### config.mk
export PLATFORM = sky130hd
export DESIGN_NAME = aes128_ctrl
export DESIGN_NICKNAME = d
export VERILOG_FILES = /design/src/aes128_pkg.sv /design/src/aes128_ctrl.sv
export VERILOG_INCLUDE_DIRS = /design/src /design/src/src
export SDC_FILE = /design/constraint.sdc
export NUM_CORES = 1
export LEC_CHECK = 0
export ABC_AREA = 1
export BUFFER_PORTS_ARGS = -buffer_cell sky130_fd_sc_hd__buf_4
export CAP_MARGIN = 20
export CORE_UTILIZATION = 50
export CTS_CLUSTER_DIAMETER = 50
export DETAILED_ROUTE_END_ITERATION = 10
export PLACE_DENSITY = 0.83
export SYNTH_ARGS = -nofsm -noshare
export SYNTH_HDL_FRONTEND = slang
export SYNTH_SLANG_ARGS = --single-unit
### constraint.sdc
create_clock -name clk -period 3.5 [get_ports clk]
set_input_delay 0.7 -clock clk [delete_from_list [all_inputs] [get_ports clk]]
set_output_delay 0.7 -clock clk [all_outputs]
set_load 0.03 [all_outputs]
### src/aes128_block_cipher_macros.svh
// ----------------------------------------------------------------------------
// aes128 block cipher assertion macros
// shared property forms, clocked on clk and disabled during rst
// ----------------------------------------------------------------------------
`ifndef AES128_BLOCK_CIPHER_MACROS_SVH
`define AES128_BLOCK_CIPHER_MACROS_SVH

// same-cycle implication
`define AES_ASSERT_IMPL(name, pre, post) \
  name: assert property (@(posedge clk) disable iff (rst) (pre) |-> (post)) \
    else $error("aes128 check failed");

// next-cycle implication
`define AES_ASSERT_NEXT(name, pre, post) \
  name: assert property (@(posedge clk) disable iff (rst) (pre) |=> (post)) \
    else $error("aes128 check failed");

`endif

### src/aes128_pkg.sv
// ----------------------------------------------------------------------------
// aes128_pkg
// shared types, tables and round functions of the aes-128 block cipher
// ----------------------------------------------------------------------------
`default_nettype none

package aes128_pkg;

  localparam int          RK_DEPTH   = 11;
  localparam int          RK_AW      = 4;
  localparam logic [3:0]  LAST_ROUND = 4'd10;

  localparam logic REG_KEY_HIGH = 1'b0;
  localparam logic REG_KEY_LOW  = 1'b1;

  localparam logic ACT_ENCRYPT = 1'b0;
  localparam logic ACT_DECRYPT = 1'b1;

  typedef enum logic [2:0] {
    ST_IDLE,
    ST_EXPAND,
    ST_FETCH,
    ST_ROUND,
    ST_DONE
  } state_t;

  typedef struct packed {
    logic             load_in;
    logic             key_we;
    logic [RK_AW-1:0] key_addr;
    logic             keys_done;
    logic [RK_AW-1:0] rd_addr;
    logic             rnd_en;
    logic             rnd_first;
    logic             rnd_last;
    logic             out_load;
  } ctrl_cmd_t;

  typedef struct packed {
    logic keys_ready;
    logic action;
  } dp_status_t;

  localparam logic [7:0] SBOX [256] = '{
    8'h63,8'h7c,8'h77,8'h7b,8'hf2,8'h6b,8'h6f,8'hc5,8'h30,8'h01,8'h67,8'h2b,8'hfe,8'hd7,8'hab,8'h76,
    8'hca,8'h82,8'hc9,8'h7d,8'hfa,8'h59,8'h47,8'hf0,8'had,8'hd4,8'ha2,8'haf,8'h9c,8'ha4,8'h72,8'hc0,
    8'hb7,8'hfd,8'h93,8'h26,8'h36,8'h3f,8'hf7,8'hcc,8'h34,8'ha5,8'he5,8'hf1,8'h71,8'hd8,8'h31,8'h15,
    8'h04,8'hc7,8'h23,8'hc3,8'h18,8'h96,8'h05,8'h9a,8'h07,8'h12,8'h80,8'he2,8'heb,8'h27,8'hb2,8'h75,
    8'h09,8'h83,8'h2c,8'h1a,8'h1b,8'h6e,8'h5a,8'ha0,8'h52,8'h3b,8'hd6,8'hb3,8'h29,8'he3,8'h2f,8'h84,
    8'h53,8'hd1,8'h00,8'hed,8'h20,8'hfc,8'hb1,8'h5b,8'h6a,8'hcb,8'hbe,8'h39,8'h4a,8'h4c,8'h58,8'hcf,
    8'hd0,8'hef,8'haa,8'hfb,8'h43,8'h4d,8'h33,8'h85,8'h45,8'hf9,8'h02,8'h7f,8'h50,8'h3c,8'h9f,8'ha8,
    8'h51,8'ha3,8'h40,8'h8f,8'h92,8'h9d,8'h38,8'hf5,8'hbc,8'hb6,8'hda,8'h21,8'h10,8'hff,8'hf3,8'hd2,
    8'hcd,8'h0c,8'h13,8'hec,8'h5f,8'h97,8'h44,8'h17,8'hc4,8'ha7,8'h7e,8'h3d,8'h64,8'h5d,8'h19,8'h73,
    8'h60,8'h81,8'h4f,8'hdc,8'h22,8'h2a,8'h90,8'h88,8'h46,8'hee,8'hb8,8'h14,8'hde,8'h5e,8'h0b,8'hdb,
    8'he0,8'h32,8'h3a,8'h0a,8'h49,8'h06,8'h24,8'h5c,8'hc2,8'hd3,8'hac,8'h62,8'h91,8'h95,8'he4,8'h79,
    8'he7,8'hc8,8'h37,8'h6d,8'h8d,8'hd5,8'h4e,8'ha9,8'h6c,8'h56,8'hf4,8'hea,8'h65,8'h7a,8'hae,8'h08,
    8'hba,8'h78,8'h25,8'h2e,8'h1c,8'ha6,8'hb4,8'hc6,8'he8,8'hdd,8'h74,8'h1f,8'h4b,8'hbd,8'h8b,8'h8a,
    8'h70,8'h3e,8'hb5,8'h66,8'h48,8'h03,8'hf6,8'h0e,8'h61,8'h35,8'h57,8'hb9,8'h86,8'hc1,8'h1d,8'h9e,
    8'he1,8'hf8,8'h98,8'h11,8'h69,8'hd9,8'h8e,8'h94,8'h9b,8'h1e,8'h87,8'he9,8'hce,8'h55,8'h28,8'hdf,
    8'h8c,8'ha1,8'h89,8'h0d,8'hbf,8'he6,8'h42,8'h68,8'h41,8'h99,8'h2d,8'h0f,8'hb0,8'h54,8'hbb,8'h16
  };

  localparam logic [7:0] INV_SBOX [256] = '{
    8'h52,8'h09,8'h6a,8'hd5,8'h30,8'h36,8'ha5,8'h38,8'hbf,8'h40,8'ha3,8'h9e,8'h81,8'hf3,8'hd7,8'hfb,
    8'h7c,8'he3,8'h39,8'h82,8'h9b,8'h2f,8'hff,8'h87,8'h34,8'h8e,8'h43,8'h44,8'hc4,8'hde,8'he9,8'hcb,
    8'h54,8'h7b,8'h94,8'h32,8'ha6,8'hc2,8'h23,8'h3d,8'hee,8'h4c,8'h95,8'h0b,8'h42,8'hfa,8'hc3,8'h4e,
    8'h08,8'h2e,8'ha1,8'h66,8'h28,8'hd9,8'h24,8'hb2,8'h76,8'h5b,8'ha2,8'h49,8'h6d,8'h8b,8'hd1,8'h25,
    8'h72,8'hf8,8'hf6,8'h64,8'h86,8'h68,8'h98,8'h16,8'hd4,8'ha4,8'h5c,8'hcc,8'h5d,8'h65,8'hb6,8'h92,
    8'h6c,8'h70,8'h48,8'h50,8'hfd,8'hed,8'hb9,8'hda,8'h5e,8'h15,8'h46,8'h57,8'ha7,8'h8d,8'h9d,8'h84,
    8'h90,8'hd8,8'hab,8'h00,8'h8c,8'hbc,8'hd3,8'h0a,8'hf7,8'he4,8'h58,8'h05,8'hb8,8'hb3,8'h45,8'h06,
    8'hd0,8'h2c,8'h1e,8'h8f,8'hca,8'h3f,8'h0f,8'h02,8'hc1,8'haf,8'hbd,8'h03,8'h01,8'h13,8'h8a,8'h6b,
    8'h3a,8'h91,8'h11,8'h41,8'h4f,8'h67,8'hdc,8'hea,8'h97,8'hf2,8'hcf,8'hce,8'hf0,8'hb4,8'he6,8'h73,
    8'h96,8'hac,8'h74,8'h22,8'he7,8'had,8'h35,8'h85,8'he2,8'hf9,8'h37,8'he8,8'h1c,8'h75,8'hdf,8'h6e,
    8'h47,8'hf1,8'h1a,8'h71,8'h1d,8'h29,8'hc5,8'h89,8'h6f,8'hb7,8'h62,8'h0e,8'haa,8'h18,8'hbe,8'h1b,
    8'hfc,8'h56,8'h3e,8'h4b,8'hc6,8'hd2,8'h79,8'h20,8'h9a,8'hdb,8'hc0,8'hfe,8'h78,8'hcd,8'h5a,8'hf4,
    8'h1f,8'hdd,8'ha8,8'h33,8'h88,8'h07,8'hc7,8'h31,8'hb1,8'h12,8'h10,8'h59,8'h27,8'h80,8'hec,8'h5f,
    8'h60,8'h51,8'h7f,8'ha9,8'h19,8'hb5,8'h4a,8'h0d,8'h2d,8'he5,8'h7a,8'h9f,8'h93,8'hc9,8'h9c,8'hef,
    8'ha0,8'he0,8'h3b,8'h4d,8'hae,8'h2a,8'hf5,8'hb0,8'hc8,8'heb,8'hbb,8'h3c,8'h83,8'h53,8'h99,8'h61,
    8'h17,8'h2b,8'h04,8'h7e,8'hba,8'h77,8'hd6,8'h26,8'he1,8'h69,8'h14,8'h63,8'h55,8'h21,8'h0c,8'h7d
  };

  function automatic logic [7:0] rcon(input logic [3:0] k);
    logic [7:0] r;
    case (k)
      4'd1:    r = 8'h01;
      4'd2:    r = 8'h02;
      4'd3:    r = 8'h04;
      4'd4:    r = 8'h08;
      4'd5:    r = 8'h10;
      4'd6:    r = 8'h20;
      4'd7:    r = 8'h40;
      4'd8:    r = 8'h80;
      4'd9:    r = 8'h1b;
      4'd10:   r = 8'h36;
      default: r = 8'h00;
    endcase
    return r;
  endfunction

  function automatic logic [7:0] xtime(input logic [7:0] b);
    return {b[6:0], 1'b0} ^ (b[7] ? 8'h1b : 8'h00);
  endfunction

  function automatic logic [127:0] sub_bytes(input logic [127:0] s);
    logic [127:0] r;
    for (int i = 0; i < 16; i++) r[127-8*i -: 8] = SBOX[s[127-8*i -: 8]];
    return r;
  endfunction

  function automatic logic [127:0] inv_sub_bytes(input logic [127:0] s);
    logic [127:0] r;
    for (int i = 0; i < 16; i++) r[127-8*i -: 8] = INV_SBOX[s[127-8*i -: 8]];
    return r;
  endfunction

  function automatic logic [127:0] shift_rows(input logic [127:0] s);
    logic [127:0] r;
    for (int c = 0; c < 4; c++)
      for (int w = 0; w < 4; w++)
        r[127-8*(c*4+w) -: 8] = s[127-8*(((c+w)%4)*4+w) -: 8];
    return r;
  endfunction

  function automatic logic [127:0] inv_shift_rows(input logic [127:0] s);
    logic [127:0] r;
    for (int c = 0; c < 4; c++)
      for (int w = 0; w < 4; w++)
        r[127-8*(c*4+w) -: 8] = s[127-8*(((c+4-w)%4)*4+w) -: 8];
    return r;
  endfunction

  function automatic logic [127:0] mix_columns(input logic [127:0] s);
    logic [127:0] r;
    logic [7:0]   a0, a1, a2, a3;
    for (int c = 0; c < 4; c++) begin
      a0 = s[127-32*c -: 8];
      a1 = s[119-32*c -: 8];
      a2 = s[111-32*c -: 8];
      a3 = s[103-32*c -: 8];
      r[127-32*c -: 8] = xtime(a0) ^ xtime(a1) ^ a1 ^ a2 ^ a3;
      r[119-32*c -: 8] = a0 ^ xtime(a1) ^ xtime(a2) ^ a2 ^ a3;
      r[111-32*c -: 8] = a0 ^ a1 ^ xtime(a2) ^ xtime(a3) ^ a3;
      r[103-32*c -: 8] = xtime(a0) ^ a0 ^ a1 ^ a2 ^ xtime(a3);
    end
    return r;
  endfunction

  function automatic logic [7:0] gmul_inv(input logic [7:0] a, input logic [1:0] sel);
    logic [7:0] x2, x4, x8, r;
    x2 = xtime(a);
    x4 = xtime(x2);
    x8 = xtime(x4);
    case (sel)
      2'd0:    r = x8 ^ x4 ^ x2;
      2'd1:    r = x8 ^ x2 ^ a;
      2'd2:    r = x8 ^ x4 ^ a;
      default: r = x8 ^ a;
    endcase
    return r;
  endfunction

  // sel: 0 for 0e, 1 for 0b, 2 for 0d, 3 for 09
  function automatic logic [127:0] inv_mix_columns(input logic [127:0] s);
    logic [127:0] r;
    logic [7:0]   a0, a1, a2, a3;
    for (int c = 0; c < 4; c++) begin
      a0 = s[127-32*c -: 8];
      a1 = s[119-32*c -: 8];
      a2 = s[111-32*c -: 8];
      a3 = s[103-32*c -: 8];
      r[127-32*c -: 8] = gmul_inv(a0, 2'd0) ^ gmul_inv(a1, 2'd1) ^
                         gmul_inv(a2, 2'd2) ^ gmul_inv(a3, 2'd3);
      r[119-32*c -: 8] = gmul_inv(a0, 2'd3) ^ gmul_inv(a1, 2'd0) ^
                         gmul_inv(a2, 2'd1) ^ gmul_inv(a3, 2'd2);
      r[111-32*c -: 8] = gmul_inv(a0, 2'd2) ^ gmul_inv(a1, 2'd3) ^
                         gmul_inv(a2, 2'd0) ^ gmul_inv(a3, 2'd1);
      r[103-32*c -: 8] = gmul_inv(a0, 2'd1) ^ gmul_inv(a1, 2'd2) ^
                         gmul_inv(a2, 2'd3) ^ gmul_inv(a3, 2'd0);
    end
    return r;
  endfunction

  function automatic logic [127:0] key_next(input logic [127:0] prev, input logic [3:0] k);
    logic [31:0] w3, t, n0, n1, n2, n3;
    w3 = prev[31:0];
    t  = {SBOX[w3[23:16]], SBOX[w3[15:8]], SBOX[w3[7:0]], SBOX[w3[31:24]]} ^
         {rcon(k), 24'h000000};
    n0 = prev[127:96] ^ t;
    n1 = prev[95:64] ^ n0;
    n2 = prev[63:32] ^ n1;
    n3 = prev[31:0] ^ n2;
    return {n0, n1, n2, n3};
  endfunction

endpackage

`default_nettype wire

### src/aes128_ctrl.sv
// ----------------------------------------------------------------------------
// aes128_ctrl
// sequencer for key expansion, round iteration and result hand-off
// ----------------------------------------------------------------------------
`default_nettype none

`include "aes128_block_cipher_macros.svh"

module aes128_ctrl (
  input  logic                   clk,
  input  logic                   rst,
  input  logic                   in_valid,
  output logic                   in_ready,
  output logic                   out_valid,
  input  logic                   out_ready,
  input  aes128_pkg::dp_status_t status,
  output aes128_pkg::ctrl_cmd_t  cmd
);
  import aes128_pkg::*;

  state_t     state;
  state_t     state_next;
  logic [3:0] cnt;
  logic [3:0] cnt_next;
  logic [3:0] cnt_inc;

  assign cnt_inc = cnt + 4'd1;

  always_ff @(posedge clk) begin
    if (rst) begin
      state     <= ST_IDLE;
      cnt       <= '0;
      out_valid <= 1'b0;
    end else begin
      state <= state_next;
      cnt   <= cnt_next;
      if (cmd.out_load) begin
        out_valid <= 1'b1;
      end else if (out_ready) begin
        out_valid <= 1'b0;
      end
    end
  end

  always_comb begin
    cmd        = '0;
    state_next = state;
    cnt_next   = cnt;
    in_ready   = 1'b0;
    unique case (state)
      ST_IDLE: begin
        in_ready = 1'b1;
        if (in_valid) begin
          cmd.load_in = 1'b1;
          cnt_next    = '0;
          state_next  = status.keys_ready ? ST_FETCH : ST_EXPAND;
        end
      end
      ST_EXPAND: begin
        cmd.key_we   = 1'b1;
        cmd.key_addr = cnt;
        if (cnt == LAST_ROUND) begin
          cmd.keys_done = 1'b1;
          cnt_next      = '0;
          state_next    = ST_FETCH;
        end else begin
          cnt_next = cnt_inc;
        end
      end
      ST_FETCH: begin
        cmd.rd_addr = (status.action == ACT_DECRYPT) ? LAST_ROUND : '0;
        cnt_next    = '0;
        state_next  = ST_ROUND;
      end
      ST_ROUND: begin
        cmd.rnd_en    = 1'b1;
        cmd.rnd_first = (cnt == '0);
        cmd.rnd_last  = (cnt == LAST_ROUND);
        if (cnt == LAST_ROUND) begin
          cmd.rd_addr = '0;
          state_next  = ST_DONE;
        end else begin
          cmd.rd_addr = (status.action == ACT_DECRYPT) ? LAST_ROUND - cnt_inc : cnt_inc;
          cnt_next    = cnt_inc;
        end
      end
      ST_DONE: begin
        if (!out_valid || out_ready) begin
          cmd.out_load = 1'b1;
          state_next   = ST_IDLE;
        end
      end
      default: begin
        state_next = ST_IDLE;
      end
    endcase
  end

  `AES_ASSERT_IMPL(a_round_cnt, state == ST_ROUND, cnt <= LAST_ROUND)
  `AES_ASSERT_IMPL(a_no_overwrite, cmd.out_load, !out_valid || out_ready)
  `AES_ASSERT_NEXT(a_accept_start, in_valid && in_ready,
                   state == ST_EXPAND || state == ST_FETCH)
  `AES_ASSERT_NEXT(a_expand_end, state == ST_EXPAND && cnt == LAST_ROUND,
                   state == ST_FETCH)

endmodule

`default_nettype wire
==> results.toml <==
[clock_tree]
clock_path_buffers = 2
cts.reportedPaths.clkPinSlew_ps = 50
cts_setup_buffers = 0
cts_sinks = 8
cts.repair.resized = 0
cts_tree = "yes"
htree_levels = 1
clockRootBuffer = "clkbuf_4"
cts_hold_buf = 0
cts_inserted_buffers = 3
clock_latency_ps = 250

[synth]
synthesis.instances = 106
netlist_area_um2 = 649.4
avgSynthCellArea_um2 = 6.126
seq_area_frac_synth_pct = 24.66
synth_nets = 115
ys_types = 18
synthTopCellsByArea = "dfxtp_1, nand2_1, nor2_1, nand3_1, inv_1"
synth_top_area_share_pct = 24.66
synth_top_area_cell = "dfxtp_1"
synth_warnings = 0
ys_ff_latch = 8

[placement]
dp_slack_ps = 1303
gp_congestion = 0.9123
io_buffer_count = 22
dp_hpwl_mm = 1.216

[detailed_routing]
met3WireLength_um = 70
wirelength_mm = 1.526
top_layer = "met4"
firstDrtPassIters = 4
wl_per_cell_um = 10.67
wl_met1_um = 705
vias = 726
initialDrtViolationCount = 17
dr_wl_met2_um = 719
viasPerCell = 5.077
drc = 0
postRouteAntennaNets = 0

[worst_setup_path]
crit_path_cell_trace = "inv_1 -> ha_1 -> nand2_1 -> nand2_1 -> nor2_1 -> nand2_1 -> nand3b_1 -> nand2_1 -> buf_4"
cp_top_family = "simple AND/OR/NAND/NOR gates"
critical_path_required_ps = 2800
crit_type = "reg2out"
endpoint_kind = "output pin"
cp_common_cell = "nand2_1"
cp-start-kind = "flip-flop"
crit_arrival_ps = 1770
path_buf_inv = 2
worstPathMaxFanout = 6
slowest_delay_ps = 410
cpMaxStageDelayCell = "dfxtp_1"

[sta]
fin_hold_ws_ps = 531.4
rsz0062_at_grt = "false"
finalSetupTns_ps = 0
setup_ws_ps = 1026
setup_viol = 0
period_share_pct = 70.68
tightest_slew_ps = 307.3
min_period_ps = 2474
finClkSkew_ps = 2.971
drv_slew = 0
fmax_ghz = 0.4042
slew_headroom_pct = 79.44
hold_viol_final = 0

[die]
core_area_um2 = 1156
initial_core_util_pct = 56.17
fp.dieW_um = 38.04
io_pins = 23
num_rows = 12
dieArea_um2 = 1447
die_h_um = 38.04

[layout]
area_growth_pct = 29.67
final_nets = 140
drive_gt1_share_pct = 25.58
diodes = 0

[grt]
antenna_found_initial = 0
grt_usage_pct = 25.49
overflow = 0
grt_pass1_vias = 602
grt_start_max_net_pins = 9
grt_pass1_wl_mm = 2.511

[job]
maxCapViolCount = 0

[status]
status = "complete, no violations"

[worst_hold_path]
hp-class = "reg2reg"

[pwr]
vdd_drop_max_uv = 283.3
leakage_nw = 0.4505
pwr_density_cell_nw_per_um2 = 544.0
## worst min-delay path, delay by kind of cell, from the launching register on
family | cells | cell delay, ps
flip-flops | 1 | 310
AO/OA/AOI/OAI | 1 | 80
AND/OR/NAND/NOR | 1 | 100
## cell type report
class,instances,area (um^2)
clock buffer,3,22.52
fill,101,314.1
inverter,15,56.30
multi-input combinational,81,420.4
sequential,8,160.2
tap,14,17.52
timing repair buffer,22,165.2
## report_power, final
group / leakage (nW) / internal [mW] / switching [mW] / total (mW)
clock network: 0.0138 / 0.0391 / 0.0296 / 0.0687
registers: 0.0652 / 0.105 / 0.0231 / 0.128
logic: 0.371 / 0.0945 / 0.167 / 0.261
## stage by stage
stage                     cell area (um^2)  total power [mW]  utilization (%)  std cells
final                                842.1            0.4581            72.84        143
after global routing                 842.1            0.4942            72.84        143
after CTS                            842.1            0.4602            72.84        143
after detailed placement             819.5            0.3902            70.89        140
after global placement               819.5            0.3874            70.89        140
after floorplan                      649.4            0.3158                -        106
## layer usage
metal | vias up | GRT usage, %
met4 | 0 | 13.39
met1 | 327 | 33.70
met5 | - | 0
met2 | 20 | 39.83
li1 | 374 | -
met3 | 5 | 3.488
## path summary, 6_finish.rpt
path                            startpoint  slack (ps)  depth (start not counted)        end
worst min register to register   out_valid         530                          2  out_valid
worst min-delay path             out_valid         530                          2  out_valid
worst max register to register      cnt[0]        1930                          8     cnt[0]
worst max-delay path                cnt[0]        1030                          9     cmd[7]
## synthesized netlist by cell type, drive strengths merged
cell type and count:
o21ai 4, inv 15, clkbuf 1, xnor2 2, dfxtp 8, ha 3, nor2 24, nand3b 2
buf 1, xor2 4, nand3 11, a21oi 5, nand2 26
## cells in the final DEF (no fill, tap or decap)
cell,instances
o21ai_0,3
nor2_1,21
dfxtp_1,8
inv_2,1
a21oi_1,5
xor2_1,4
nand3b_1,1
nand2_2,2
xnor2_1,2
nor2_2,3
nand3_1,11
buf_4,22
nand3b_2,1
clkbuf_4,3
nand2_1,24
ha_1,3
o21ai_4,1
inv_1,14
## flip-flops by register name, summed over array words and instances (netlist names)
register and flops:
state 3, cnt 4, out_valid 1
## kinds of logic (layout without fill, tap and decap cells)
family                     Yosys count  in the layout  synth area share, %
adders and majority gates            3              3                5.781
AOI/OAI and AO/OA                    9              9                8.670
buffers and inverters               17             40                10.60
xor gates and xnor gates             6              6                8.092
DFF                                  8              8                24.66
and+or+nand+nor                     63             63                42.20
(Power assumes the default switching activity.)
